==> config.mk <==
export PLATFORM = sky130hd
export DESIGN_NAME = sacl_lookup
export DESIGN_NICKNAME = d
export VERILOG_FILES = /design/src/hdl/sacl_pkg.sv /design/src/hdl/sacl_lookup.sv
export SDC_FILE = /design/constraint.sdc
export NUM_CORES = 1
export LEC_CHECK = 0
export BUFFER_PORTS_ARGS = -buffer_cell sky130_fd_sc_hd__buf_2
export CAP_MARGIN = 20
export CELL_PAD_IN_SITES_DETAIL_PLACEMENT = 1
export CELL_PAD_IN_SITES_GLOBAL_PLACEMENT = 2
export CORE_AREA = 2 2 451 453
export DETAILED_ROUTE_END_ITERATION = 8
export DIE_AREA = 0 0 453 455
export PLACE_DENSITY = 0.37
export RECOVER_POWER = 50
export SYNTH_ARGS = -nofsm -noshare
export SYNTH_HDL_FRONTEND = slang
export SYNTH_SLANG_ARGS = --single-unit
export TNS_END_PERCENT = 50
==> constraint.sdc <==
create_clock -name vclk -period 41.9
set_input_delay 8.38 -clock vclk [all_inputs]
set_output_delay 8.38 -clock vclk [all_outputs]
set_load 0.03 [all_outputs]
==> src/hdl/sacl_pkg.sv <==
// Shared types and constants for the set-associative LRU cache tag model.
package sacl_pkg;

    localparam int DEF_MAX_SET_BITS = 10;
    localparam int DEF_MAX_WAYS     = 8;
    localparam int DEF_ADDR_BITS    = 64;

    localparam int OP_W       = 2;
    localparam int IN_ADDR_W  = 64;
    localparam int WAY_OUT_W  = 3;
    localparam int TOTAL_W    = 32;
    localparam int CFG_IDX_W  = 2;
    localparam int CFG_DATA_W = 6;
    localparam int SETB_W     = 4;
    localparam int WAYS_W     = 4;
    localparam int OFFB_W     = 6;

    localparam logic [SETB_W-1:0] RST_SET_BITS = 4'd4;
    localparam logic [WAYS_W-1:0] RST_WAYS     = 4'd1;
    localparam logic [OFFB_W-1:0] RST_OFF_BITS = 6'd4;

    localparam logic [TOTAL_W-1:0] TOTAL_MAX = '1;

    typedef enum logic [OP_W-1:0] {
        OP_LOAD   = 2'd0,
        OP_STORE  = 2'd1,
        OP_MODIFY = 2'd2
    } t_op;

    typedef enum logic [CFG_IDX_W-1:0] {
        CFG_SET_BITS = 2'd0,
        CFG_WAYS     = 2'd1,
        CFG_OFF_BITS = 2'd2
    } t_cfg_idx;

    typedef enum logic [1:0] {
        S_CLEAR,
        S_IDLE,
        S_LOOK,
        S_LOOK2
    } t_state;

    typedef struct packed {
        logic [OP_W-1:0]      operation;
        logic [IN_ADDR_W-1:0] address;
    } t_in;

    typedef struct packed {
        logic                 was_hit;
        logic                 evicted;
        logic [WAY_OUT_W-1:0] way_used;
        logic [TOTAL_W-1:0]   hit_total;
        logic [TOTAL_W-1:0]   miss_total;
        logic [TOTAL_W-1:0]   eviction_total;
        logic                 last_of_run;
    } t_out;

    typedef struct packed {
        logic hit;
        logic evict;
    } t_look_flags;

    function automatic logic [TOTAL_W-1:0] sat_inc(input logic [TOTAL_W-1:0] v);
        return (v == TOTAL_MAX) ? v : v + TOTAL_W'(1);
    endfunction

endpackage

==> src/hdl/sacl_lookup.sv <==
// Tag compare, victim choice and LRU rank update for one set row.
module sacl_lookup #(
    parameter int MAX_WAYS  = sacl_pkg::DEF_MAX_WAYS,
    parameter int ADDR_BITS = sacl_pkg::DEF_ADDR_BITS,
    parameter int RANK_W    = (MAX_WAYS > 1) ? $clog2(MAX_WAYS) : 1,
    parameter int WAY_W     = (MAX_WAYS > 1) ? $clog2(MAX_WAYS) : 1,
    parameter int WCNT_W    = $clog2(MAX_WAYS + 1)
) (
    input  logic [MAX_WAYS-1:0]                valid_in,
    input  logic [MAX_WAYS-1:0][ADDR_BITS-1:0] tag_in,
    input  logic [MAX_WAYS-1:0][RANK_W-1:0]    rank_in,
    input  logic [ADDR_BITS-1:0]               tag,
    input  logic [WCNT_W-1:0]                  ways_eff,
    output logic [MAX_WAYS-1:0]                valid_out,
    output logic [MAX_WAYS-1:0][ADDR_BITS-1:0] tag_out,
    output logic [MAX_WAYS-1:0][RANK_W-1:0]    rank_out,
    output sacl_pkg::t_look_flags              flags,
    output logic [WAY_W-1:0]                   way
);

    localparam logic [RANK_W-1:0] RANK_MAX = RANK_W'(MAX_WAYS - 1);

    logic [MAX_WAYS-1:0] in_use;
    logic [MAX_WAYS-1:0] hit_vec;
    logic [MAX_WAYS-1:0] free_vec;
    logic [WAY_W-1:0]    hit_way;
    logic [WAY_W-1:0]    free_way;
    logic [WAY_W-1:0]    lru_way;
    logic [RANK_W-1:0]   best_rank;
    logic [RANK_W-1:0]   sel_rank;
    logic                hit;
    logic                any_free;

    always_comb begin
        for (int w = 0; w < MAX_WAYS; w++) begin
            in_use[w]   = ways_eff > WCNT_W'(w);
            hit_vec[w]  = in_use[w] && valid_in[w] && (tag_in[w] == tag);
            free_vec[w] = in_use[w] && !valid_in[w];
        end
        hit      = |hit_vec;
        any_free = |free_vec;

        hit_way  = '0;
        free_way = '0;
        for (int w = MAX_WAYS - 1; w >= 0; w--) begin
            if (hit_vec[w]) begin
                hit_way = WAY_W'(w);
            end
            if (free_vec[w]) begin
                free_way = WAY_W'(w);
            end
        end

        best_rank = rank_in[0];
        lru_way   = '0;
        for (int w = 1; w < MAX_WAYS; w++) begin
            if (in_use[w] && (rank_in[w] > best_rank)) begin
                best_rank = rank_in[w];
                lru_way   = WAY_W'(w);
            end
        end

        if (hit) begin
            way = hit_way;
        end else if (any_free) begin
            way = free_way;
        end else begin
            way = lru_way;
        end
        sel_rank = rank_in[way];

        valid_out = valid_in;
        tag_out   = tag_in;
        rank_out  = rank_in;
        for (int w = 0; w < MAX_WAYS; w++) begin
            if (WAY_W'(w) == way) begin
                valid_out[w] = 1'b1;
                tag_out[w]   = tag;
                rank_out[w]  = '0;
            end else if (in_use[w] && valid_in[w]) begin
                if (!hit && any_free) begin
                    if (rank_in[w] < RANK_MAX) begin
                        rank_out[w] = rank_in[w] + RANK_W'(1);
                    end
                end else if (rank_in[w] < sel_rank) begin
                    rank_out[w] = rank_in[w] + RANK_W'(1);
                end
            end
        end

        flags.hit   = hit;
        flags.evict = !hit && !any_free;
    end

endmodule

==> run_results.csv <==
group,metric,value,unit
floorplan,chipWidth,453,microns
floorplan,start_util,8.231,%
floorplan,die_h,455,microns
final_layout,clkbuf_count,0,
final_layout,drive_above_1_share,48.11,%
global_routing,grt-ovfl-total,0,
place,dp_hpwl,205500,microns
logic_synthesis,ys_seq_area_share,0,%
worst_setup_path,critPathSlowestCell,"clkbuf_1",
place,globalplace.congestion,0.8726,
routing,drc,0,
final_layout,n_sequential_cell,0,
logic_synthesis,yosys_warnings,0,
worst_setup_path,cp_data_arrival_time,25.38,ns
timing,fin_tns_setup,0,ns
routing,wl_per_cell,41.42,microns
routing,routed_wl,243400,microns
floorplan,num_rows,165,
final_layout,fin_util,12.61,%
logic_synthesis,synthSimpleGateAreaFrac,21.50,%
routing,drt-pass1-iter-count,5,
logic_synthesis,ys_types,90,
clock_tree,cts_resized,0,
worst_setup_path,end_kind,"output port",
place,dp_cells,5840,
worst_setup_path,cp_slowest_stage_delay,3.00,ns
logic_synthesis,netlist.area_leader.share,34.05,%
timing,period_share,80.56,%
routing,ant_nets,0,
clock_tree,postCtsHoldBufs,0,
logic_synthesis,syn_area_per_cell,7.782,sq um
floorplan,core_area,201300,sq um
final_layout,final_cell_mix,"buf_2, mux2_2, xnor2_1",
routing,route.detailed.vias_per_inst,4.044,
routing,vias,23770,
worst_setup_path,cp.required,33.52,ns
global_routing,grt_use_total,22.37,%
logic_synthesis,yosys-top-cells-area,"mux2_2, xnor2_1, xor2_1",
logic_synthesis,synth_top_family_by_area,"multiplexers",
timing,fin_crit,33.76,ns
global_routing,grt_pass1_wl,295900,microns
logic_synthesis,synth_fa_ha_area_share,2.190,%
timing,hold_viol,0,
worst_hold_path,min_path_cells,3,
logic_synthesis,syn_area,16570,sq um
final_layout,syn2layout_area_growth,53.24,%
clock_tree,post_cts_buffers,0,
place,post-place-ws,11.22,ns
floorplan,dieArea,206100,sq um
global_routing,grt_pass1_vias,24330,
logic_synthesis,synthCells,2129,
timing,rsz0062_at_grt,"no",
final_layout,n_fill_cell,24470,
global_routing,antenna_found_initial,112,
run_status,outcome,"finished, violations left",
logic_synthesis,synth_fp_nets,2770,
timing,maxSlewViolCount,302,
timing,layout_setup_ws,8.144,ns
routing,drtIter0Drc,1798,
floorplan,ios,1161,
global_routing,grt_start_max_net_pins,67,
run_status,violations,"capacitance limit, slew limit",
timing,setup_viol,0,
timing,tightestPinTransition,4.395,ns
final_layout,stdcell_count,5877,
worst_setup_path,cp_max_fo,60,
worst_setup_path,cp-start-kind,"input port",
timing,max_freq,29.62,MHz
final_layout,multi_input_area,15660,sq um
worst_setup_path,criticalPathCategory,"input port to output port",
logic_synthesis,muxShareOfSynthArea,34.42,%
job,max_cap_violations,8,
final_layout,register_area,0,sq um
timing,relSlewSlack,-193.0,%
logic_synthesis,synth_compound_area_share,9.335,%
place,place.port_buffers,1161,
final_layout,layout_commonest_cell,"buf_2",
logic_synthesis,synthXorXnorAreaFrac,26.80,%
logic_synthesis,synth_area_leader_cell,"mux2_2",
worst_hold_path,holdCritPathClass,"input port to output port",
final_layout,nets,3811,
==> layer usage <==
metal / share of wire, % / GRT usage [%]
met1: 40 / 27.47
met2: 49 / 39.09
met3: 7.3 / 4.753
met4: 3.7 / 6.208
met5: 0.018 / 0
==> cell type report <==
cell class,instances,area share (%)
Tap cell,2672,13.17
Timing Repair Buffer,1246,24.26
Multi-Input combinational cell,1888,61.69
Antenna cell,37,0.3647
Inverter,34,0.5224
==> cell usage after synthesis, drive strengths merged, types with 29 or more instances <==
library cell  count
a21oi            38
inv              33
mux2            501
xor2            189
nand4           143
nor3             33
nand2           117
buf              35
xnor2           318
nor2             79
clkbuf          172
ha               29
o21ai            50
nor4             86
==> worst paths after layout <==
| path | start | end | slack [ns] |
|---|---|---|---|
| hold / removal | tag_in[117] | tag_out[117] | 17.17 |
| setup / recovery | rank_in[2] | tag_out[142] | 8.14 |
==> worst max-delay path, delay by kind of cell <==
kind | cells | cell delay (ns)
AND/OR/NAND/NOR | 17 | 4.21
buffers and inverters | 4 | 3.96
AO/OA/AOI/OAI | 21 | 5.82
adder cells (fa/ha/maj) | 7 | 2.18
multiplexers | 2 | 0.72
==> metrics by stage <==
step	hold WS, ns	area (sq um)
after detailed placement	17.17	25640
after floorplan	16.94	16570
final	17.17	25390
after global routing	17.18	25340
after global placement	17.17	25630
after CTS	17.17	25640
==> kinds of logic (layout without fill, tap and decap cells) <==
family / Yosys count / in the layout
other: 0 / 37
multiplexers: 507 / 507
XOR/XNOR: 507 / 507
buffers and inverters: 241 / 1280
AND/OR/NAND/NOR: 628 / 628
AO/OA/AOI/OAI: 217 / 217
adder cells (fa/ha/maj): 29 / 29
